### src/rtl/core/assert_macros.svh
// Assertion macros shared by the steepness mask RTL.
// Each macro expects signals named clock and reset in the calling module.
`ifndef ASSERT_MACROS_SVH
`define ASSERT_MACROS_SVH

// Implication checked at every rising clock edge outside of reset.
`define HSM_ASSERT_IMPLY(label, ante, cons, msg) \
   label: assert property (@(posedge clock) disable iff (reset) (ante) |-> (cons)) \
      else $error(msg);

// Invariant checked at every rising clock edge outside of reset.
`define HSM_ASSERT_ALWAYS(label, expr, msg) \
   `HSM_ASSERT_IMPLY(label, 1'b1, expr, msg)

`endif

### src/rtl/core/hsm_pkg.sv
// Package for the heightmap steepness mask: field widths, register codes,
// reset values and the control word that travels from front to back.
// No dependencies.
package hsm_pkg;

   // Configuration register widths and port geometry.
   localparam int ROW_LENGTH_BITS = 11;
   localparam int ROW_COUNT_BITS  = 13;
   localparam int THRESHOLD_BITS  = 16;
   localparam int CSR_DATA_BITS   = 16;
   localparam int CSR_INDEX_BITS  = 2;

   // Register indexes on the configuration port.
   localparam logic [CSR_INDEX_BITS-1:0] CSR_ROW_LENGTH      = 2'd0;
   localparam logic [CSR_INDEX_BITS-1:0] CSR_ROW_COUNT       = 2'd1;
   localparam logic [CSR_INDEX_BITS-1:0] CSR_STEEP_THRESHOLD = 2'd2;

   // Reset values; the threshold is unsigned Q8.8, so 512 is 2.0.
   localparam logic [ROW_LENGTH_BITS-1:0] ROW_LENGTH_RESET      = 11'd1024;
   localparam logic [ROW_COUNT_BITS-1:0]  ROW_COUNT_RESET       = 13'd1024;
   localparam logic [THRESHOLD_BITS-1:0]  STEEP_THRESHOLD_RESET = 16'd512;

   // Defaults for the top-level parameters.
   localparam int DEF_MAX_ROW_LENGTH = 1024;
   localparam int DEF_MAX_ROWS       = 4096;
   localparam int DEF_SAMPLE_BITS    = 16;

   // Result field widths.
   localparam int CELL_COL_BITS = 10;
   localparam int CELL_ROW_BITS = 12;

   // Depth of the queue between front and back, and the 3x3 neighbor count.
   localparam int QUEUE_DEPTH = 4;
   localparam int NEIGHBORS   = 8;

   // Per-beat control word decided by the front.
   typedef struct packed {
      logic                     emit;
      logic                     frame_end;
      logic                     nb_top;
      logic                     nb_bottom;
      logic                     nb_left;
      logic                     nb_right;
      logic [CELL_ROW_BITS-1:0] cell_row;
      logic [CELL_COL_BITS-1:0] cell_col;
   } hsm_ctrl_type;

endpackage

### src/rtl/core/hsm_front.sv
// Front of the steepness mask: configuration registers, raster position
// counters and per-beat classification. Depends on hsm_pkg and assert_macros.svh.
`include "assert_macros.svh"

module hsm_front import hsm_pkg::*; #(
   parameter int MAX_ROW_LENGTH = DEF_MAX_ROW_LENGTH,
   parameter int MAX_ROWS       = DEF_MAX_ROWS,
   parameter int SAMPLE_BITS    = DEF_SAMPLE_BITS
) (
   input  logic                              clock,
   input  logic                              reset,
   input  logic                              csr_wr_en,
   input  logic [CSR_INDEX_BITS-1:0]         csr_index,
   input  logic [CSR_DATA_BITS-1:0]          csr_wdata,
   input  logic                              req_valid,
   output logic                              req_ready,
   input  logic signed [SAMPLE_BITS-1:0]     req_height_sample,
   input  logic                              req_drain,
   input  logic                              q_full,
   output logic                              q_push,
   output hsm_ctrl_type                      q_ctrl,
   output logic [SAMPLE_BITS-1:0]            q_sample,
   output logic [$clog2(MAX_ROW_LENGTH)-1:0] q_addr,
   output logic [THRESHOLD_BITS-1:0]         threshold
);

   localparam int AW = $clog2(MAX_ROW_LENGTH);
   localparam int CW_MIN = $clog2(MAX_ROW_LENGTH + 1);
   localparam int CW = (CW_MIN > ROW_LENGTH_BITS) ? CW_MIN : ROW_LENGTH_BITS;
   localparam int RW_MIN = $clog2(MAX_ROWS + 2);
   localparam int RW = (RW_MIN > ROW_COUNT_BITS) ? RW_MIN : ROW_COUNT_BITS;

   logic [ROW_LENGTH_BITS-1:0] row_length_ff, row_length_in;
   logic [ROW_COUNT_BITS-1:0]  row_count_ff, row_count_in;
   logic [THRESHOLD_BITS-1:0]  threshold_ff, threshold_in;
   logic [CW-1:0]              in_col_ff, in_col_in;
   logic [RW-1:0]              in_row_ff, in_row_in;
   logic [CW-1:0]              out_col_ff, out_col_in;
   logic [RW-1:0]              out_row_ff, out_row_in;

   logic [CW-1:0] len_ext, width_eff;
   logic [RW-1:0] cnt_ext, height_eff;
   logic          restart_req;
   logic          in_frame, ignore, take, emit, last;
   logic [CW-1:0] in_col_inc, out_col_inc;

   // Register writes; a write to a known index also restarts the frame.
   always_comb begin
      row_length_in = row_length_ff;
      row_count_in = row_count_ff;
      threshold_in = threshold_ff;
      restart_req = 1'b0;
      if (csr_wr_en) begin
         case (csr_index)
            CSR_ROW_LENGTH: begin
               row_length_in = csr_wdata[ROW_LENGTH_BITS-1:0];
               restart_req = 1'b1;
            end
            CSR_ROW_COUNT: begin
               row_count_in = csr_wdata[ROW_COUNT_BITS-1:0];
               restart_req = 1'b1;
            end
            CSR_STEEP_THRESHOLD: begin
               threshold_in = csr_wdata[THRESHOLD_BITS-1:0];
               restart_req = 1'b1;
            end
            default: begin
               restart_req = 1'b0;
            end
         endcase
      end
   end

   // Clamp the map size into the supported range.
   assign len_ext = CW'(row_length_ff);
   assign cnt_ext = RW'(row_count_ff);

   always_comb begin
      width_eff = len_ext;
      if (len_ext == '0) begin
         width_eff = CW'(1);
      end else if (len_ext > CW'(MAX_ROW_LENGTH)) begin
         width_eff = CW'(MAX_ROW_LENGTH);
      end
      height_eff = cnt_ext;
      if (cnt_ext == '0) begin
         height_eff = RW'(1);
      end else if (cnt_ext > RW'(MAX_ROWS)) begin
         height_eff = RW'(MAX_ROWS);
      end
   end

   // Classify the beat: drains inside the frame are dropped, the rest go on.
   assign in_frame = (in_row_ff < height_eff);
   assign ignore = in_frame && req_drain;
   assign req_ready = !q_full;
   assign take = req_valid && req_ready && !ignore;

   // A result is due once the window has run one row and one cell ahead.
   assign emit = (in_row_ff >= RW'(2)) || ((in_row_ff == RW'(1)) && (in_col_ff != '0));
   assign last = (out_row_ff == height_eff - RW'(1)) && (out_col_ff == width_eff - CW'(1));

   assign in_col_inc = in_col_ff + CW'(1);
   assign out_col_inc = out_col_ff + CW'(1);

   // Position counters.
   always_comb begin
      in_col_in = in_col_ff;
      in_row_in = in_row_ff;
      out_col_in = out_col_ff;
      out_row_in = out_row_ff;
      if (restart_req || (take && emit && last)) begin
         in_col_in = '0;
         in_row_in = '0;
         out_col_in = '0;
         out_row_in = '0;
      end else if (take) begin
         if (emit) begin
            if (out_col_inc >= width_eff) begin
               out_col_in = '0;
               out_row_in = out_row_ff + RW'(1);
            end else begin
               out_col_in = out_col_inc;
            end
         end
         if (in_col_inc >= width_eff) begin
            in_col_in = '0;
            in_row_in = in_row_ff + RW'(1);
         end else begin
            in_col_in = in_col_inc;
         end
      end
   end

   always_ff @(posedge clock) begin
      if (reset) begin
         row_length_ff <= ROW_LENGTH_RESET;
         row_count_ff <= ROW_COUNT_RESET;
         threshold_ff <= STEEP_THRESHOLD_RESET;
         in_col_ff <= '0;
         in_row_ff <= '0;
         out_col_ff <= '0;
         out_row_ff <= '0;
      end else begin
         row_length_ff <= row_length_in;
         row_count_ff <= row_count_in;
         threshold_ff <= threshold_in;
         in_col_ff <= in_col_in;
         in_row_ff <= in_row_in;
         out_col_ff <= out_col_in;
         out_row_ff <= out_row_in;
      end
   end

   // Beat handed to the back: sample, line buffer column and result control.
   always_comb begin
      q_ctrl.emit = emit;
      q_ctrl.frame_end = emit && last;
      q_ctrl.nb_top = (out_row_ff != '0);
      q_ctrl.nb_bottom = (out_row_ff < height_eff - RW'(1));
      q_ctrl.nb_left = (out_col_ff != '0);
      q_ctrl.nb_right = (out_col_ff < width_eff - CW'(1));
      q_ctrl.cell_row = out_row_ff[CELL_ROW_BITS-1:0];
      q_ctrl.cell_col = out_col_ff[CELL_COL_BITS-1:0];
   end

   assign q_push = take;
   assign q_sample = req_height_sample;
   assign q_addr = in_col_ff[AW-1:0];
   assign threshold = threshold_ff;

   // Counters stay inside the map.
   `HSM_ASSERT_ALWAYS(a_col_in_range, in_col_ff < width_eff, "input column beyond row")
   `HSM_ASSERT_IMPLY(a_emit_row, take && emit, out_row_ff < height_eff, "result row beyond map")

endmodule

### config.mk
export PLATFORM = sky130hd
export DESIGN_NAME = hsm_front
export DESIGN_NICKNAME = d
export VERILOG_FILES = /design/src/rtl/core/hsm_pkg.sv /design/src/rtl/core/hsm_front.sv
export VERILOG_INCLUDE_DIRS = /design/src /design/src/rtl/core
export SDC_FILE = /design/constraint.sdc
export NUM_CORES = 1
export LEC_CHECK = 0
export BUFFER_PORTS_ARGS = -buffer_cell sky130_fd_sc_hd__buf_4
export CORE_MARGIN = 2
export CORE_UTILIZATION = 55
export CTS_BUF_LIST = sky130_fd_sc_hd__clkbuf_4 sky130_fd_sc_hd__clkbuf_8 sky130_fd_sc_hd__clkbuf_16
export DETAILED_ROUTE_END_ITERATION = 10
export PLACE_DENSITY = 0.88
export SLEW_MARGIN = 20
export SYNTH_ARGS = -nofsm -noshare
export SYNTH_HDL_FRONTEND = slang
export SYNTH_SLANG_ARGS = --single-unit
export TNS_END_PERCENT = 30
### constraint.sdc
create_clock -name clock -period 5.4 [get_ports clock]
set_input_delay 1.08 -clock clock [delete_from_list [all_inputs] [get_ports clock]]
set_output_delay 1.08 -clock clock [all_outputs]
set_load 0.05 [all_outputs]
==> Yosys cells after proc, flatten, opt, wreduce, memory -nomap -nowiden <==
Index checks and enable logic that the tools add are counted.
{ "totals": {"in_bits": 40, "register_bits": 88, "word_cells": 60} }
{ "classes": {"mux": 8, "n_eq_ne": 5, "n_lt_le_gt_ge": 8, "reduce_logical": 26, "add_sub_neg": 6} }
{ "op_table": {"columns": ["cell", "count"], "rows": [
  ["2-to-1 mux 11 bit", 4],
  ["adder 13 x 1 -> 13 bit (second input constant)", 2],
  ["less-than comparator 13 bit", 2],
  ["2-to-1 mux 13 bit", 2],
  ["adder 11 x 1 -> 11 bit (second input constant)", 2],
  [">= comparator 11 bit", 2],
  ["nonzero test 11 bit", 2],
  ["== test 13 x 1 -> 1 bit (second input constant)", 1],
  ["== test 13 bit", 1],
  [">= comparator 13 x 2 -> 1 bit (second input constant)", 1],
  ["> comparator 13 bit (second input constant)", 1],
  ["logical NOT 13 bit", 1],
  ["nonzero test 13 bit", 1],
  ["subtractor 13 x 1 -> 13 bit (second input constant)", 1],
  ["== test 11 bit", 1],
  ["> comparator 11 bit (second input constant)", 1],
  ["logical NOT 11 bit", 1],
  ["less-than comparator 11 bit", 1],
  ["subtractor 11 x 1 -> 11 bit (second input constant)", 1],
  ["AND reduction 2 bit", 5],
  ["logical AND 1 bit", 8],
  ["AND reduction 3 bit", 1],
  ["OR reduction 3 bit", 1],
  ["== test 2 x 1 -> 1 bit (second input constant)", 1],
  ["other kinds (6)", 9]
]} }

==> Longest topological paths before layout <==
{ "depth": {"depth_word": 11, "ltp_mapped": 18} }

==> Worst setup path after synthesis <==
No wires, ideal clock.
{ "synth_path": {"path_kind": "register -> output", "startpoint": "reg row_length_ff[1] (netlist: len_ext[1])", "endpoint": "out q_ctrl[22] in the netlist's numbering", "stages_incl_launch_ff": 15, "setup_slack_ns": 0.355, "required_ns": 4.320, "n_path_buf": 0, "arrival_time_ns": 3.965, "cell_sequence": "dfxtp_1 or4_1 or3_1 nor4_1 o21ai_0 ha_1 nand3_1 and3b_1 nand2_1 a21oi_1 xor2_1 ha_1 a2111oi_0 a21oi_1 nor2_1"} }
{ "synth_rtl": {"columns": ["item", "line", "text"], "rows": [
  ["from (decl)", "hsm_front.sv:33", "logic [ROW_LENGTH_BITS-1:0] row_length_ff, row_length_in;"],
  ["from (signal assigned)", "hsm_front.sv:145", "row_length_ff <= row_length_in;"],
  ["to (decl)", "hsm_front.sv:21", "output hsm_ctrl_type q_ctrl,"]
]} }

==> results.md <==
* Warnings, synthesis at 0
* Min Tclk post-route at 5300 ps
* Die Height at approximately 110 um
* Row cnt at 38
* Post-route antenna net violation count at 0
* H-tree levels at 3
* Hold-fix buffers, CTS at 0
* Capturing point of the worst reg2reg path: in_row_ff[10]
* Routability congestion estimate at about 0.91
* Num CTS Buffers at 9
* Via count of the routed design at 5542
* Seq cells post-synth at slightly below 90
* Die ar. at approximately 12000 um2
* Synth cell count leaders: nand2_1, dfxtp_1, a21oi_1, ha_1, nor2_1
* Ys flop type: dfxtp_1
* Setup-failing EPs final at 0
* Worst-path cell chain: or4_1 -> or3_4 -> nor4_4 -> o21ai_2 -> ha_1 -> nand3_1 -> and3b_1 -> nand2_1 -> a21oi_1 -> xor2_1 -> ha_1 -> nand2_1 -> nor4_1 -> nand3_1 -> inv_1 -> buf_4
* Die W at 110 um
* Count leader, synth: nand2_1
* PwrDens at 196 nW/um2
* DP Area at 6450 um2
* CP Capture Type: output port
* CP required at approximately 4300 ps
* Fin crit share at 98.1%
* Critical path's largest stage delay at 550 ps
* Slew Limit Fails at 0
* Kind of critical path: register to output port
* R2R Setup Slk at 940 ps
* Grt ovf at 0
* Initial Utilization at 56.6%
* Top cell type's share of synthesized area at around 29%
* Drt pass-1 iters at 5
* Setup crit start kind: register
* Pleak at 2.90 nW
* DR DRC count at 0
* Post-synthesis area per instance at 7.91 um2
* Clk slew on worst S/H paths at 80 ps
* Critical Path Fanout Max at 4
* CTS Buffer Depth at 2
* Setup crit start: len_ext[1]
* Worst reg-to-reg path cell count at 19
* Dpl hpwl at 11.1 mm
* Critical R2R Launch: len_ext[1]
* Area Overhead vs Synth at 8.91%
* Vias in the first global route at 5148
* Clock root cell: clkbuf_8
* Synth async-reset ratio at 0%
* Dominant cells by area after synthesis: dfxtp_1, ha_1, nand2_1
* Latest clock arrival within the worst-skew pair at 380 ps
* Slew headroom at 28.8%
* End of the critical path: q_ctrl[26]
* Cell accounting for the most synthesized area: dfxtp_1
* Synth cell types at 55
* Antenna violations before repair at 0
* Routed WL per cell at 16.1 um
* Sequential area share after synthesis at 28.7%
* Hold Path Class: register to register
* Cells after Synth at between 700 and 800
* 1st-iter DRT viols at 479
* WP data arrival at 4220 ps
* Routed WL at 15.2 mm
* I/O pins at 112
* Core Region at 10800 um2
* Peak supply drop at 220 uV
* Max frequency at 189 MHz
* Sink Count at 88
* Layout cells sized above 1 at 14.8%
* Tot Pwr at 0.00131 W
* Via-to-Cell Ratio at 5.90
* Post-Layout Cell Count at 940
* Worst hold stages at 2
* Status: finished clean
* Final Hold Fails at 0
* First-pass GRT wire length at 24.8 mm
* # diodes at 0
* GRT Util Overall at 26.3%
* Pin count of the biggest net entering global routing at 42
* Post-Syn Nets at 885
* Placed cells at 922
* NumNets Final at a little over 900
* Clock skew at 10.3 ps
* TritonCTS clock tree: built
* # Max-Cap Violations at 0
* Cell area after synthesis at 6140 um2
* Final Cell Area at 6680 um2
* Number of synthesized flops with an enable pin at 0
* Port Buffers at around 80
* Slew @ Worst Pin at 1060 ps
* Slowest cell on crit path: or4_1
metal layers:
metal / wire length (um) / GRT usage (%) / up-vias
li1: - / - / 2713
met1: 6630 / 34.7 / 2590
met2: 7040 / 42.5 / 213
met3: 1210 / 6.34 / 26
met4: 286 / 7.96 / 0
met5: 0 / 0 / -
stage by stage:
step           setup WS (ps)  hold slack (ps)  util (%)  setup TNS (ps)
2_1_floorplan            355              457         -               0
3_3_place_gp             413              442      59.5               0
6_report                 102              460      61.6               0
3_5_place_dp             256              447      59.5               0
5_1_grt                -50.3              483      61.6           -87.5
4_1_cts                 50.1              458      61.3               0
power by group:
group / switching, W / internal (W) / leakage (nW)
Combinational: 0.000129 / 0.0000808 / 2.10
Clock: 0.000237 / 0.000194 / 0.0917
Sequential: 0.0000130 / 0.000659 / 0.712
logic make-up after synthesis:
| kind of cell | count (synthesis) | share of synthesized area (%) |
|---|---|---|
| AO/OA/AOI/OAI | 138 | 13.0 |
| XOR/XNOR | 43 | 6.14 |
| adder cells (fa/ha/maj) | 69 | 14.1 |
| buffers and inverters | 98 | 9.52 |
| flip-flops | 88 | 28.7 |
| multiplexers | 12 | 1.98 |
| AND/OR/NAND/NOR | 328 | 26.6 |
what timing repair did:
action / CTS / global route
endpoints found under the setup margin: 2 / 2
setup buffers: 0 / 3
pin swaps: 0 / 2
resized for setup: 3 / 4
gates cloned: 0 / 0
flip-flops by register name, summed over array words and instances, names as in the netlist:
signal / cells
len_ext: 11
out_row_ff: 13
in_row_ff: 13
threshold: 16
out_col_ff: 11
cnt_ext: 13
in_col_ff: 11
layout make-up:
cell class | instances | area (um2)
fillers | 929 | 4160
clock buffers | 12 | 159
clock inverters | 3 | 17.5
flip-flops and latches | 88 | 1760
well taps | 140 | 175
multi-input cells | 590 | 3840
repair buffers | 86 | 646
inverters | 21 | 80.1
layout by cell type (no fill, tap or decap), types with 20 or more instances in the layout:
master	count
inv_1	20
o21ai_0	24
nand3_1	31
dfxtp_1	88
a21oi_1	72
buf_4	86
xnor2_1	20
nand2_1	118
nor2_1	66
xor2_1	23
ha_1	69
worst min path at each step:
stage	to	startpoint
global route	threshold[1]	threshold[1]
detailed placement	threshold[15]	threshold[15]
CTS	threshold[15]	threshold[15]
finish	threshold[15]	threshold[15]
global placement	threshold[15]	threshold[15]
floorplan	in_col_ff[10]	in_col_ff[10]
worst max-delay path: cells and delay by family, from the launching register on:
| family | cells | cell delay (ps) |
|---|---|---|
| and+or+nand+nor | 9 | 2190 |
| AOI/OAI and AO/OA | 2 | 180 |
| buffers and inverters | 2 | 340 |
| xor gates and xnor gates | 1 | 160 |
| adders and majority gates | 2 | 620 |
| DFF | 1 | 350 |
No activity file was read; power rests on OpenSTA's default activity.
