### src/rtl/core/assert_macros.svh
// Assertion macros shared by the steepness mask RTL.
// Each macro expects signals named clock and reset in the calling module.
`ifndef ASSERT_MACROS_SVH
`define ASSERT_MACROS_SVH

// Implication checked at every rising clock edge outside of reset.
`define HSM_ASSERT_IMPLY(label, ante, cons, msg) \
   label: assert property (@(posedge clock) disable iff (reset) (ante) |-> (cons)) \
      else $error(msg);

// Invariant checked at every rising clock edge outside of reset.
`define HSM_ASSERT_ALWAYS(label, expr, msg) \
   `HSM_ASSERT_IMPLY(label, 1'b1, expr, msg)

`endif

### src/rtl/core/hsm_pkg.sv
// Package for the heightmap steepness mask: field widths, register codes,
// reset values and the control word that travels from front to back.
// No dependencies.
package hsm_pkg;

   // Configuration register widths and port geometry.
   localparam int ROW_LENGTH_BITS = 11;
   localparam int ROW_COUNT_BITS  = 13;
   localparam int THRESHOLD_BITS  = 16;
   localparam int CSR_DATA_BITS   = 16;
   localparam int CSR_INDEX_BITS  = 2;

   // Register indexes on the configuration port.
   localparam logic [CSR_INDEX_BITS-1:0] CSR_ROW_LENGTH      = 2'd0;
   localparam logic [CSR_INDEX_BITS-1:0] CSR_ROW_COUNT       = 2'd1;
   localparam logic [CSR_INDEX_BITS-1:0] CSR_STEEP_THRESHOLD = 2'd2;

   // Reset values; the threshold is unsigned Q8.8, so 512 is 2.0.
   localparam logic [ROW_LENGTH_BITS-1:0] ROW_LENGTH_RESET      = 11'd1024;
   localparam logic [ROW_COUNT_BITS-1:0]  ROW_COUNT_RESET       = 13'd1024;
   localparam logic [THRESHOLD_BITS-1:0]  STEEP_THRESHOLD_RESET = 16'd512;

   // Defaults for the top-level parameters.
   localparam int DEF_MAX_ROW_LENGTH = 1024;
   localparam int DEF_MAX_ROWS       = 4096;
   localparam int DEF_SAMPLE_BITS    = 16;

   // Result field widths.
   localparam int CELL_COL_BITS = 10;
   localparam int CELL_ROW_BITS = 12;

   // Depth of the queue between front and back, and the 3x3 neighbor count.
   localparam int QUEUE_DEPTH = 4;
   localparam int NEIGHBORS   = 8;

   // Per-beat control word decided by the front.
   typedef struct packed {
      logic                     emit;
      logic                     frame_end;
      logic                     nb_top;
      logic                     nb_bottom;
      logic                     nb_left;
      logic                     nb_right;
      logic [CELL_ROW_BITS-1:0] cell_row;
      logic [CELL_COL_BITS-1:0] cell_col;
   } hsm_ctrl_type;

endpackage

### src/rtl/core/hsm_queue.sv
// Small FIFO that parts the front from the back of the steepness mask.
// Depends on hsm_pkg and assert_macros.svh.
`include "assert_macros.svh"

module hsm_queue import hsm_pkg::*; #(
   parameter int WIDTH = 32,
   parameter int DEPTH = QUEUE_DEPTH
) (
   input  logic             clock,
   input  logic             reset,
   input  logic             push,
   input  logic [WIDTH-1:0] push_data,
   output logic             full,
   input  logic             pop,
   output logic [WIDTH-1:0] pop_data,
   output logic             empty
);

   localparam int PW = $clog2(DEPTH);
   localparam int CNTW = $clog2(DEPTH + 1);

   logic [WIDTH-1:0] slot_ff [DEPTH];
   logic [PW-1:0]    wr_ptr_ff, wr_ptr_in;
   logic [PW-1:0]    rd_ptr_ff, rd_ptr_in;
   logic [CNTW-1:0]  count_ff, count_in;

   assign full = (count_ff == CNTW'(DEPTH));
   assign empty = (count_ff == '0);
   assign pop_data = slot_ff[rd_ptr_ff];

   // Pointer and fill count updates.
   always_comb begin
      wr_ptr_in = wr_ptr_ff;
      rd_ptr_in = rd_ptr_ff;
      count_in = count_ff;
      if (push) begin
         wr_ptr_in = (wr_ptr_ff == PW'(DEPTH - 1)) ? '0 : wr_ptr_ff + PW'(1);
      end
      if (pop) begin
         rd_ptr_in = (rd_ptr_ff == PW'(DEPTH - 1)) ? '0 : rd_ptr_ff + PW'(1);
      end
      if (push && !pop) begin
         count_in = count_ff + CNTW'(1);
      end else if (pop && !push) begin
         count_in = count_ff - CNTW'(1);
      end
   end

   always_ff @(posedge clock) begin
      if (reset) begin
         wr_ptr_ff <= '0;
         rd_ptr_ff <= '0;
         count_ff <= '0;
      end else begin
         wr_ptr_ff <= wr_ptr_in;
         rd_ptr_ff <= rd_ptr_in;
         count_ff <= count_in;
      end
   end

   // Entry storage needs no reset.
   always_ff @(posedge clock) begin
      if (push) begin
         slot_ff[wr_ptr_ff] <= push_data;
      end
   end

   // The producer must respect full and the consumer must respect empty.
   `HSM_ASSERT_IMPLY(a_no_overflow, push, !full, "queue written while full")
   `HSM_ASSERT_IMPLY(a_no_underflow, pop, !empty, "queue read while empty")

endmodule

### config.mk
export PLATFORM = sky130hd
export DESIGN_NAME = hsm_queue
export DESIGN_NICKNAME = d
export VERILOG_FILES = /design/src/rtl/core/hsm_pkg.sv /design/src/rtl/core/hsm_queue.sv
export VERILOG_INCLUDE_DIRS = /design/src /design/src/rtl/core
export SDC_FILE = /design/constraint.sdc
export NUM_CORES = 1
export LEC_CHECK = 0
export ABC_AREA = 1
export BUFFER_PORTS_ARGS = -buffer_cell sky130_fd_sc_hd__buf_2
export CAP_MARGIN = 20
export CORE_ASPECT_RATIO = 1.5
export CORE_MARGIN = 2
export CORE_UTILIZATION = 40
export DETAILED_ROUTE_END_ITERATION = 12
export GPL_TIMING_DRIVEN = 0
export PLACE_DENSITY_LB_ADDON = 0.1
export SYNTH_ARGS = -nofsm -noshare
export SYNTH_HDL_FRONTEND = slang
export SYNTH_SLANG_ARGS = --single-unit
### constraint.sdc
create_clock -name clock -period 1.8 [get_ports clock]
set_input_delay 0.18 -clock clock [delete_from_list [all_inputs] [get_ports clock]]
set_output_delay 0.18 -clock clock [all_outputs]
set_load 0.01 [all_outputs]
# --- Yosys cells after proc, flatten, opt, wreduce, memory -nomap -nowiden ---
# Memories as Yosys holds them, arrays and structs flattened. A register that Yosys moved wholly into a read port is not among the register bits.
# Index checks and enable logic that the tools add are counted.
word_totals:
  register_bits: 7
  latchBits: 0
  mem_bits_rw: 128
  mem_bits_ro: 0
  wordCells: 25
  mem_count: 1
mem_list:
  columns: ["memory", "depth", "width", "read_ports", "rd_ports_with_merged_regs", "wr", "line_no", "rtl"]
  rows:
  - ["slot_ff", 4, 32, 1, 1, 1, "hsm_queue.sv:22", "logic [WIDTH-1:0] slot_ff [DEPTH];"]
classes:
  add_sub_neg: 4
  mul: 0
  div_mod_pow: 0
  n_lt_le_gt_ge: 0
  n_eq_ne: 3
  shifts: 0
  mux: 8
  bitwise: 0
  reduce_logical: 6
op_table:
  columns: ["cell", "count"]
  rows:
  - ["$mux W2", 4]
  - ["$mux W3", 2]
  - ["$add A2 B1 Y2 const B", 2]
  - ["$eq A2 B2 Y1 const B", 2]
  - ["$add A3 B1 Y3 const B", 1]
  - ["$eq A3 B3 Y1 const B", 1]
  - ["$logic_not A3 Y1", 1]
  - ["$sub A3 B1 Y3 const B", 1]
  - ["$logic_and A1 B1 Y1", 2]
  - ["$logic_not A1 Y1", 2]
  - ["$mux W1", 2]
  - ["$reduce_bool A2 Y1", 1]

# --- Logic depth before layout (Yosys ltp) ---
# Gate-level depths: netlist of the first run.
logic_depth:
  depth_word: 4
  ltp_mapped: 10

# --- Worst setup path before layout of the first run ---
# OpenSTA, ideal clock, no wires.
synth_timing:
  kind: "reg-to-reg"
  from: "register wr_ptr_ff[0]"
  to: "memory slot_ff[3][0] (enable)"
  setup_time_ns: 0.387
  arrival_ns: 1.223
  required_time_ns: 1.413
  setup_slack_ns: 0.190
  path_stages_with_launch: 4
  path_buffers: 0
  synth_period_minus_slack_ns: 1.610
  cell_sequence: "dfxtp_1 > ha_1 > nand2_1 > inv_1"
synth_lines:
  columns: ["item", "line_no", "rtl"]
  rows:
  - ["start, declared", "hsm_queue.sv:23", "logic [PW-1:0] wr_ptr_ff, wr_ptr_in;"]
  - ["start signal, assigned", "hsm_queue.sv:55", "wr_ptr_ff <= wr_ptr_in;"]
  - ["end, declared", "hsm_queue.sv:22", null]
# Straight into the memory's write port.

==> results of run 1 <==
[metal layers]
| metal | wire, um | global-route usage [%] | share of wire [%] | vias up |
|---|---|---|---|---|
| li1 | - | - | - | 1610 |
| met1 | 4740 | 18.71 | 42 | 1616 |
| met2 | 6044 | 28.68 | 53 | 82 |
| met3 | 456 | 4.592 | 4.0 | 9 |
| met4 | 112 | 6.067 | 0.99 | 0 |
| met5 | 0 | 0 | 0 | - |
[final cells by class]
| class | count | area share, % |
|---|---|---|
| buffer | 19 | 2.680 |
| inverter | 16 | 0.9982 |
| tap | 159 | 2.939 |
| timing repair buffer | 103 | 10.06 |
| multi-input combinational | 196 | 14.84 |
| clock inverter | 14 | 2.662 |
| sequential | 137 | 59.48 |
| clock buffer | 18 | 6.340 |
[sequential cells by signal (all words and copies together) (netlist names), named ones only]
register	flops
slot_ff	128
count_ff	3
rd_ptr_ff	2
wr_ptr_ff	2
[cell families after synthesis]
kind of cell             synth area share, %
AND/OR/NAND/NOR                        6.334
adder cells (fa/ha/maj)                1.816
buffers and inverters                  4.302
AO/OA/AOI/OAI                          10.52
flip-flops                             76.86
XOR/XNOR                              0.1673
[power by group]
group / switching [W] / internal (W) / total (W)
clock: 0.00125 / 0.00230 / 0.00355
combinational: 0.000490 / 0.000330 / 0.000820
sequential: 0.0000476 / 0.00364 / 0.00369
total: 0.00179 / 0.00626 / 0.00805
[placed cells by master, fill, tap and decap left out, drive strengths merged]
master | synthesis | layout
clkinvlp | 0 | 5
nand4 | 1 | 1
ha | 6 | 6
buf | 18 | 85
nor2 | 72 | 72
dfxtp | 9 | 9
o22ai | 32 | 32
nand2 | 8 | 8
clkinv | 0 | 5
bufinv | 0 | 4
o21ai | 67 | 67
edfxtp | 128 | 128
a21oi | 3 | 3
nor3 | 4 | 4
fa | 1 | 1
nand3 | 1 | 1
inv | 16 | 16
xor2 | 1 | 1
dlygate4sd3 | 0 | 33
clkbuf | 1 | 22
[cell usage after synthesis]
master    instances
buf_4             3
nor2_1           72
fa_1              1
inv_2             1
inv_8             1
o22ai_1          32
inv_1            14
nand2_1           8
edfxtp_1        128
o21ai_1          28
xor2_1            1
clkbuf_1          1
buf_6             9
buf_2             6
o21ai_0          39
nand3_1           1
a21oi_1           3
dfxtp_1           9
nand4_1           1
ha_1              6
nor3_1            4
[critical path: cells and delay by family (launching register included)]
family	cells	cell delay, ps
buffers and inverters	4	570
AND/OR/NAND/NOR	1	50
flip-flops	1	330
AO/OA/AOI/OAI	1	230
[how the worst max path moves through the flow]
stage                                     endpoint  slack [ps]  depth (start not counted)
after floorplan            slot_ff[3][0]$_DFFE_PP_         190                          3
after global placement    slot_ff[3][20]$_DFFE_PP_        -430                          3
after detailed placement  slot_ff[3][20]$_DFFE_PP_          80                          3
after CTS                             pop_data[21]          10                          6
after global routing                  pop_data[21]         -10                          6
final                                 pop_data[23]          20                          6
[stage by stage]
stage | cell area, um2 | power [W] | cells
after floorplan | 5235 | 0.004172 | 368
after global placement | 5779 | 0.004491 | 596
after detailed placement | 5779 | 0.004507 | 596
after CTS | 6729 | 0.008108 | 661
after global routing | 6769 | 0.008343 | 662
final | 6769 | 0.008053 | 662
[what timing repair did]
item,CTS,global route
pin swaps,0,1
endpoints found under the setup margin,26,9
hold buffers,33,0
setup buffers,0,0
gates resized for setup,5,9
hold endpoints to repair,132,0
gates cloned,0,1
==> metrics.cfg, run 1 <==
[outcome]
outcome = completed

[place]
placement.io_buffers = 69
place_congestion = 0.7502
dp_slack_ps = 75.30
dp_hpwl_um = 6393

[clock_tree]
cts_buffers = 17
tritoncts = yes
clkSinkCount = 137
cts_root_buffer = clkbuf_16
clockBufferDepth = 2
cts.clk_slew.worst_paths_ps = 60
h-tree-depth = 4
clock_latency_ps = 410

[worst_setup_path]
crit_top_cell = buf_6
crit_arrival_ps = 1600
worst-r2r-setup-slack_ps = 110
crit_path_end_kind = primary output
regToRegStartpoint = wr_ptr_ff[0]$_SDFFE_PP0P_
critPathKind = flip-flop to primary output
startpoint_type = flip-flop
timing.rr.end = slot_ff[3][0]$_DFFE_PP_
r2r_cells = 3
crit_fanout = 10
required_ps = 1620
critPathMaxStageDelay_ps = 330
path_cells = buf_6 > inv_8 > buf_6 > nor2_1 > o22ai_1 > buf_2
slowest_stage = dfxtp_2

[floorplanning]
die_x_um = 97.41
dieArea_mm2 = 0.01404
die_y_um = 144.1
row_count = 51
start_util_pct = 40.61
io_pins = 70
core_mm2 = 0.01289

[drt]
first_pass_iters = 5
drc = 0
wl_per_cell_um = 17.15
ant_nets = 0
viasPerCell = 5.011
vias = 3317
drtIter0Drc = 140
drt-total-wl_um = 11350

[sta]
tns_ps = 0
slew-limit-headroom_pct = 42.41
tightestPinTransition_ps = 862.6
post-route-period-util_pct = 98.67
final-hold-violation-count = 0
rsz0062_at_grt = true
skew_ps = 8.047
fin_crit_ps = 1776
setup_viol_count_final = 0
layout_setup_ws_ps = 23.89
fmax_mhz = 563.0
slew_viol_final = 0
hold_slack_ps = 66.29

[logic_synthesis]
netlist.area_leader.share_pct = 73.42
synth.cell_area_mm2 = 0.005235
yosysWarnings = 0
synthDistinctLibCells = 21
ys_ff_latch = 137
yosysSeqAreaShare_pct = 76.86
yosysTopAreaCell = edfxtp_1
synthTopCellsByArea = edfxtp_1 73%, nor2_1 5.2%, o22ai_1 3.8%
synth_area_per_cell_um2 = 14.23
synthesis.nets = 411
syn_inst = 368

[finish]
syn_to_final_growth_pct = 29.30
multi_input_area_mm2 = 0.001005
layout.nets = 533
utilization_pct = 52.51
drive_above_1_share_pct = 25.65
antenna_cells = 0
num-fill-cells = 1102
seq_area_mm2 = 0.004026

[global_routing]
antenna_found_initial = 0
grt_pass1_vias = 3245
grt_max_degree = 33
grt.overflow.total = 0
gr-usage-all-layers_pct = 16.19
grt_pass1_wl_um = 16790

[pwr]
vdd_ir_drop_max_v = 0.0006921
p_leak_nw = 2.502
powerDensity_mw_per_mm2 = 1190

[flow_run]
maxCapViolCount = 0

[worst_hold_path]
hold_depth = 3
min_from = pop
worstHoldPathType = input port to flip-flop

Note: power is estimated with default switching activity, not from simulation.
==> run 2: changes to the inputs <==
--- a/config.mk
+++ b/config.mk
@@ -14,7 +14,7 @@
 export CORE_UTILIZATION = 40
 export DETAILED_ROUTE_END_ITERATION = 12
 export GPL_TIMING_DRIVEN = 0
-export PLACE_DENSITY_LB_ADDON = 0.1
+export PLACE_DENSITY = 0.59
 export SYNTH_ARGS = -nofsm -noshare
 export SYNTH_HDL_FRONTEND = slang
 export SYNTH_SLANG_ARGS = --single-unit
==> run 2 against run 1 <==
Effect of this change: global-route usage is 0.59 points higher; non-clock buffer count up 1; design area grew 0.92%; final cell count rose by 0.15%; critical path depth unchanged; register-to-register slack improved by 20 ps; die area stayed put; combinational power increased by 1%; clock skew decreased by 1.9 ps; first-iteration DRC count is 94% higher; clock power grew 7.6%; total power grew 3.6%; largest cell class unchanged.
==> metrics.cfg, run 2 (synthesized netlist as in run 1, its figures left out) <==
[outcome]
outcome = completed  ; unchanged

[pwr]
comb_power_share_pct = 10.0  ; was 10.2%
p_seq_share_pct = 44.2  ; was 45.8%
p_switching_w = 0.001779  ; was 0.001788 W
vdd_ir_drop_max_v = 0.0006600  ; was 0.0006921 V
intPower_w = 0.006561  ; was 0.006265 W
switching_share_pct = 21.33  ; was 22.20%
p_leak_nw = 2.538  ; was 2.502 nW
powerDensity_mw_per_mm2 = 1221  ; was 1190 mW/mm2
clkPwrFrac_pct = 45.8  ; was 44.0%

[finish]
final_common_cell = edfxtp_1  ; unchanged
top_regs = slot_ff: 128 flops, count_ff: 3 flops  ; unchanged
final_cell_mix = 128 x edfxtp_1, 72 x nor2_1, 70 x buf_2  ; unchanged
largest_register_ffs = 128  ; unchanged
num-fill-cells = 1101  ; was 1,102
seq_area_mm2 = 0.004026  ; unchanged
antenna_cells = 0  ; unchanged
multi_input_area_mm2 = 0.001005  ; unchanged
drive_above_1_share_pct = 25.60  ; was 25.65%
layout.nets = 534  ; was 533
syn_to_final_growth_pct = 30.50  ; was 29.30%
utilization_pct = 53.00  ; was 52.51%
largest-register = slot_ff  ; unchanged

[sta]
skew_ps = 6.179  ; was 8.047 ps
fin_crit_ps = 1757  ; was 1776 ps
slew-limit-headroom_pct = 41.70  ; was 42.41%
slew_viol_final = 0  ; unchanged
tightestPinTransition_ps = 873.3  ; was 862.6 ps
final-hold-violation-count = 0  ; unchanged
fmax_mhz = 569.0  ; was 563.0 MHz
hold_slack_ps = 132.7  ; was 66.29 ps
setup_viol_count_final = 0  ; unchanged
rsz0062_at_grt = true  ; unchanged
post-route-period-util_pct = 97.63  ; was 98.67%
tns_ps = 0  ; unchanged

[drt]
ant_nets = 0  ; unchanged
drt-total-wl_um = 11440  ; was 11,350 um
drc = 0  ; unchanged
first_pass_iters = 4  ; was 5
wl_per_cell_um = 17.25  ; was 17.15 um
drtIter0Drc = 271  ; was 140
vias = 3355  ; was 3,317
viasPerCell = 5.060  ; was 5.011

[clock_tree]
clock_latency_ps = 410  ; about the same
tritoncts = yes  ; unchanged
cts_root_buffer = clkbuf_16  ; unchanged
h-tree-depth = 4  ; unchanged
clkSinkCount = 137  ; unchanged
cts_buffers = 17  ; unchanged
cts.clk_slew.worst_paths_ps = 60  ; about the same
clockBufferDepth = 2  ; unchanged

[worst_setup_path]
required_ps = 1620  ; about the same
crit_fanout = 10  ; unchanged
critPathKind = flip-flop to primary output  ; unchanged
crit_path_end_kind = primary output  ; unchanged
crit_arrival_ps = 1580  ; was 1600 ps
startpoint_type = flip-flop  ; unchanged

[place]
dp_hpwl_um = 6697  ; was 6393 um
placement.io_buffers = 69  ; unchanged
place_congestion = 0.7283  ; was 0.7502

[global_routing]
use_met1_pct = 18.31  ; was 18.71%
grt_max_degree = 33  ; unchanged
grt.overflow.total = 0  ; unchanged
antenna_found_initial = 0  ; unchanged
grt_pass1_vias = 3437  ; was 3,245
grt_busiest_layer = met2  ; unchanged
met3_usage_pct = 5.027  ; was 4.592%
met2_usage_pct = 30.20  ; was 28.68%
gr-usage-all-layers_pct = 16.78  ; was 16.19%
grt_pass1_wl_um = 17600  ; was 16,790 um

[worst_hold_path]
worstHoldPathType = input port to flip-flop  ; unchanged

[floorplanning]
io_pins = 70  ; unchanged
core_mm2 = 0.01289  ; unchanged
dieArea_mm2 = 0.01404  ; unchanged
row_count = 51  ; unchanged
die_x_um = 97.41  ; unchanged
die_y_um = 144.1  ; unchanged
start_util_pct = 40.61  ; unchanged

[flow_run]
maxCapViolCount = 0  ; unchanged

run 2: cell count changes in the layout (fill, tap and decap cells not counted):
cell,previous run,this run
inv_4,0,1
buf_4,6,8
buf_6,7,8
inv_2,5,4
clkinvlp_4,5,2
clkinv_2,3,1
bufinv_16,4,6
clkbuf_4,3,1
clkinv_4,0,2
clkbuf_1,1,2
run 2: power groups by stage:
stage | logic [W] | clock network (W) | registers (W)
finish | 0.000832 | 0.00382 | 0.00369
global route | 0.000921 | 0.00400 | 0.00370
CTS | 0.000829 | 0.00387 | 0.00368
detailed placement | 0.000756 | 0 | 0.00375
global placement | 0.000737 | 0 | 0.00375
floorplan | 0.000433 | 0 | 0.00374
run 2: layer usage:
layer | wire, um | vias to the layer above
met5 | 0 | -
met4 | 168 | 0
met3 | 467 | 14
met2 | 6152 | 81
met1 | 4647 | 1649
li1 | - | 1611
run 2: timing repair:
action	4_1_cts	5_1_grt
resized for setup	8	9
pin swaps	0	3
hold endpoints to repair	132	0
buffers inserted	0	1
setup endpoints to repair	13	42
cloned	0	1
hold buffers	33	0
run 2: cell type report:
| class | instances | share of cell area (%) |
|---|---|---|
| buffer | 19 | 2.711 |
| clock buffer | 19 | 6.337 |
| clock inverter | 13 | 3.297 |
| inverter | 16 | 1.026 |
| multi-input combinational | 196 | 14.71 |
| sequential | 137 | 58.94 |
| tap | 159 | 2.912 |
| timing repair buffer | 104 | 10.07 |
run 2: final timing paths:
kind	start	endpoint	slack (ps)	depth (start not counted)
setup / recovery	flip-flop	pop_data[13]	40	6
hold / removal	push	wr_ptr_ff[1]$_SDFFE_PP0P_	130	3
setup reg to reg	wr_ptr_ff[0]$_SDFFE_PP0P_	slot_ff[0][10]$_DFFE_PP_	130	4
hold reg to reg	wr_ptr_ff[1]$_SDFFE_PP0P_	wr_ptr_ff[1]$_SDFFE_PP0P_	540	2
run 2: worst max-delay path, cell delays in order, from the launching register on:
cell and delay [ps]:
dfxtp_2 330, buf_6 140, inv_8 90, buf_6 160, o21ai_1 70, o22ai_1 190, buf_2 170
run 2: metrics by stage:
| step | setup WS [ps] | power, W | std cells | instance area, um2 |
|---|---|---|---|---|
| 3_5_place_dp | 125.1 | 0.004506 | 596 | 5779 |
| 5_1_grt | -12.04 | 0.008619 | 663 | 6832 |
| 2_1_floorplan | 190.3 | 0.004172 | 368 | 5235 |
| 3_3_place_gp | -416.0 | 0.004485 | 596 | 5779 |
| 4_1_cts | 18.70 | 0.008384 | 661 | 6794 |
| 6_report | 42.65 | 0.008340 | 663 | 6832 |
==> run 3: changes to the inputs <==
==> constraint.sdc (replaced) <==
create_clock -name clock -period 1.9 [get_ports clock]
set_input_delay 0.19 -clock clock [delete_from_list [all_inputs] [get_ports clock]]
set_output_delay 0.19 -clock clock [all_outputs]
set_load 0.01 [all_outputs]
==> run 3 against run 2 <==
Effect of this change: total power is 5.6% lower; design area is 0.86% lower; clock skew is 1.2 ps higher; first-iteration DRC count is 18% lower; wire length hardly changed; core utilization is 0.46 points lower; clock power is 5.5% lower; highest routed layer unchanged.
==> metrics.cfg, run 3 (synthesized netlist as in run 1, its figures left out) <==
[sta]
tns_ps = 0  ; unchanged
final-hold-violation-count = 0  ; unchanged
post-route-period-util_pct = 95.34
fmax_mhz = 552.0
rsz0062_at_grt = false  ; was true
slew-limit-headroom_pct = 42.95  ; was 41.70%
skew_ps = 7.375  ; was 6.179 ps
slew_viol_final = 0  ; unchanged
tightestPinTransition_ps = 854.5  ; was 873.3 ps
setup_viol_count_final = 0  ; unchanged
fin_crit_ps = 1811

[drt]
drt-total-wl_um = 11430  ; was 11,440 um
first_pass_iters = 4  ; unchanged
viasPerCell = 5.077  ; was 5.060
drc = 0  ; unchanged
ant_nets = 0  ; unchanged
vias = 3351  ; was 3,355
drtIter0Drc = 223  ; was 271
wl_per_cell_um = 17.32  ; was 17.25 um

[global_routing]
grt.overflow.total = 0  ; unchanged
grt_max_degree = 33  ; unchanged
antenna_found_initial = 0  ; unchanged
gr-usage-all-layers_pct = 16.80  ; was 16.78%
grt_pass1_vias = 3438  ; was 3,437
grt_pass1_wl_um = 17620  ; was 17,600 um

[clock_tree]
cts_buffers = 17  ; unchanged
clockBufferDepth = 2  ; unchanged
cts.clk_slew.worst_paths_ps = 60  ; about the same
clkSinkCount = 137  ; unchanged
cts_setup_buffers = 0  ; unchanged
h-tree-depth = 4  ; unchanged
clock_latency_ps = 400  ; was 410 ps
tritoncts = yes  ; unchanged
cts_root_buffer = clkbuf_16  ; unchanged

[worst_setup_path]
crit_top_cell = buf_6  ; unchanged
crit_path_end_kind = primary output  ; unchanged
critPathKind = flip-flop to primary output  ; unchanged
critPathMaxStageDelay_ps = 320  ; was 330 ps
startpoint_type = flip-flop  ; unchanged
path_cells = buf_6 > inv_8 > buf_6 > nor2_1 > o22ai_1 > buf_2  ; was buf_6 > inv_8 > buf_6 > o21ai_1 > o22ai_1 > buf_2
critPathBufInv = 4  ; unchanged
crit_fanout = 10  ; unchanged
required_ps = 1710  ; was 1620 ps
worst-r2r-setup-slack_ps = 230  ; was 130 ps
crit_arrival_ps = 1620  ; was 1580 ps
slowest_stage = dfxtp_1  ; was dfxtp_2
path_delay_family = buffers and inverters  ; unchanged

[worst_hold_path]
worstHoldPathType = input port to flip-flop  ; unchanged

[finish]
largest-register = slot_ff  ; unchanged
final_common_cell = edfxtp_1  ; unchanged
utilization_pct = 52.54  ; was 53.00%
final_cell_mix = 128 x edfxtp_1, 72 x nor2_1, 70 x buf_2  ; unchanged
layout.nets = 531  ; was 534
syn_to_final_growth_pct = 29.37  ; was 30.50%
final_area_mm2 = 0.006773  ; was 0.006832 mm2
largest_register_ffs = 128  ; unchanged
antenna_cells = 0  ; unchanged
drive_above_1_share_pct = 24.55  ; was 25.60%
top_regs = slot_ff: 128 flops, count_ff: 3 flops  ; unchanged

[place]
dp_hpwl_um = 6697  ; unchanged
dpl_cell_area_mm2 = 0.005779  ; unchanged
place_congestion = 0.7283  ; unchanged
placement.io_buffers = 69  ; unchanged

[floorplanning]
die_x_um = 97.41  ; unchanged
die_y_um = 144.1  ; unchanged
core_mm2 = 0.01289  ; unchanged
dieArea_mm2 = 0.01404  ; unchanged
io_pins = 70  ; unchanged
row_count = 51  ; unchanged
start_util_pct = 40.61  ; unchanged

[pwr]
vdd_ir_drop_max_v = 0.0006112  ; was 0.0006600 V
powerDensity_mw_per_mm2 = 1162  ; was 1221 mW/mm2
p_leak_nw = 2.509  ; was 2.538 nW

[flow_run]
maxCapViolCount = 0  ; unchanged

[outcome]
outcome = completed  ; unchanged

==> run 3: cell types whose count changed in the layout (fill, tap and decap cells not counted) <==
cell           change
buf_4              -4
buf_6              +1
buf_8              -2
clkbuf_4           +3
dfxtp_1            +1
dfxtp_2            -1
dlygate4sd3_1      -1
inv_2              +1
inv_4              -1
o22ai_1            +3
o22ai_2            -3
==> run 3: per-stage QoR <==
stage / std cells / hold WS (ps) / setup slack, ps / total power, W
finish: 660 / 17.40 / 88.57 / 0.007873
global route: 660 / 3.138 / 29.97 / 0.008145
CTS: 660 / 0.4813 / 27.01 / 0.007931
detailed placement: 596 / 405.5 / 225.1 / 0.004269
global placement: 596 / 401.0 / -316.0 / 0.004249
floorplan: 368 / 262.4 / 290.3 / 0.003953
==> run 3: worst reg2reg max path, delay by kind of cell (launching register included) <==
| kind | cells | cell delay, ps |
|---|---|---|
| adder cells (fa/ha/maj) | 1 | 140 |
| flip-flops | 1 | 350 |
| AND/OR/NAND/NOR | 1 | 60 |
| buffers and inverters | 2 | 720 |
==> run 3: repair_timing <==
item | CTS | global route
gates resized for setup | 1 | 7
endpoints found under the setup margin | 3 | 12
endpoints found under the hold margin | 120 | 0
hold buffers | 32 | 0
cloned | 0 | 0
==> run 3: area by class of cell <==
| class | count | area (um2) |
|---|---|---|
| flip-flops and latches | 137 | 4025 |
| clock buffers | 19 | 432.9 |
| clock inverters | 13 | 225.2 |
| repair buffers | 101 | 665.6 |
| plain buffers | 19 | 171.4 |
| well taps | 159 | 198.9 |
| fillers | 1109 | 6117 |
| multi-input cells | 196 | 985.9 |
| inverters | 16 | 67.56 |
==> run 3: report_power, final <==
part | leakage (nW) | switching [W] | total [W] | internal (W)
clock | 0.312 | 0.00116 | 0.00361 | 0.00245
combinational | 0.946 | 0.000467 | 0.000770 | 0.000303
sequential | 1.25 | 0.0000440 | 0.00349 | 0.00345
total | 2.51 | 0.00167 | 0.00787 | 0.00620
==> run 3: final timing paths <==
path | start | depth (start not counted) | endpoint
setup / recovery | flip-flop | 6 | pop_data[29]
hold reg to reg | wr_ptr_ff[1]$_SDFFE_PP0P_ | 2 | wr_ptr_ff[1]$_SDFFE_PP0P_
setup reg to reg | wr_ptr_ff[0]$_SDFFE_PP0P_ | 4 | slot_ff[0][12]$_DFFE_PP_
hold / removal | push_data[21] | 1 | slot_ff[1][21]$_DFFE_PP_
==> run 3: layer usage <==
metal	track usage (%)	part of all wire (%)	vias to the layer above
met5	0	0	-
met4	7.456	1.1	0
li1	-	-	1609
met1	18.31	39	1639
met3	5.027	4.3	6
met2	30.24	56	97
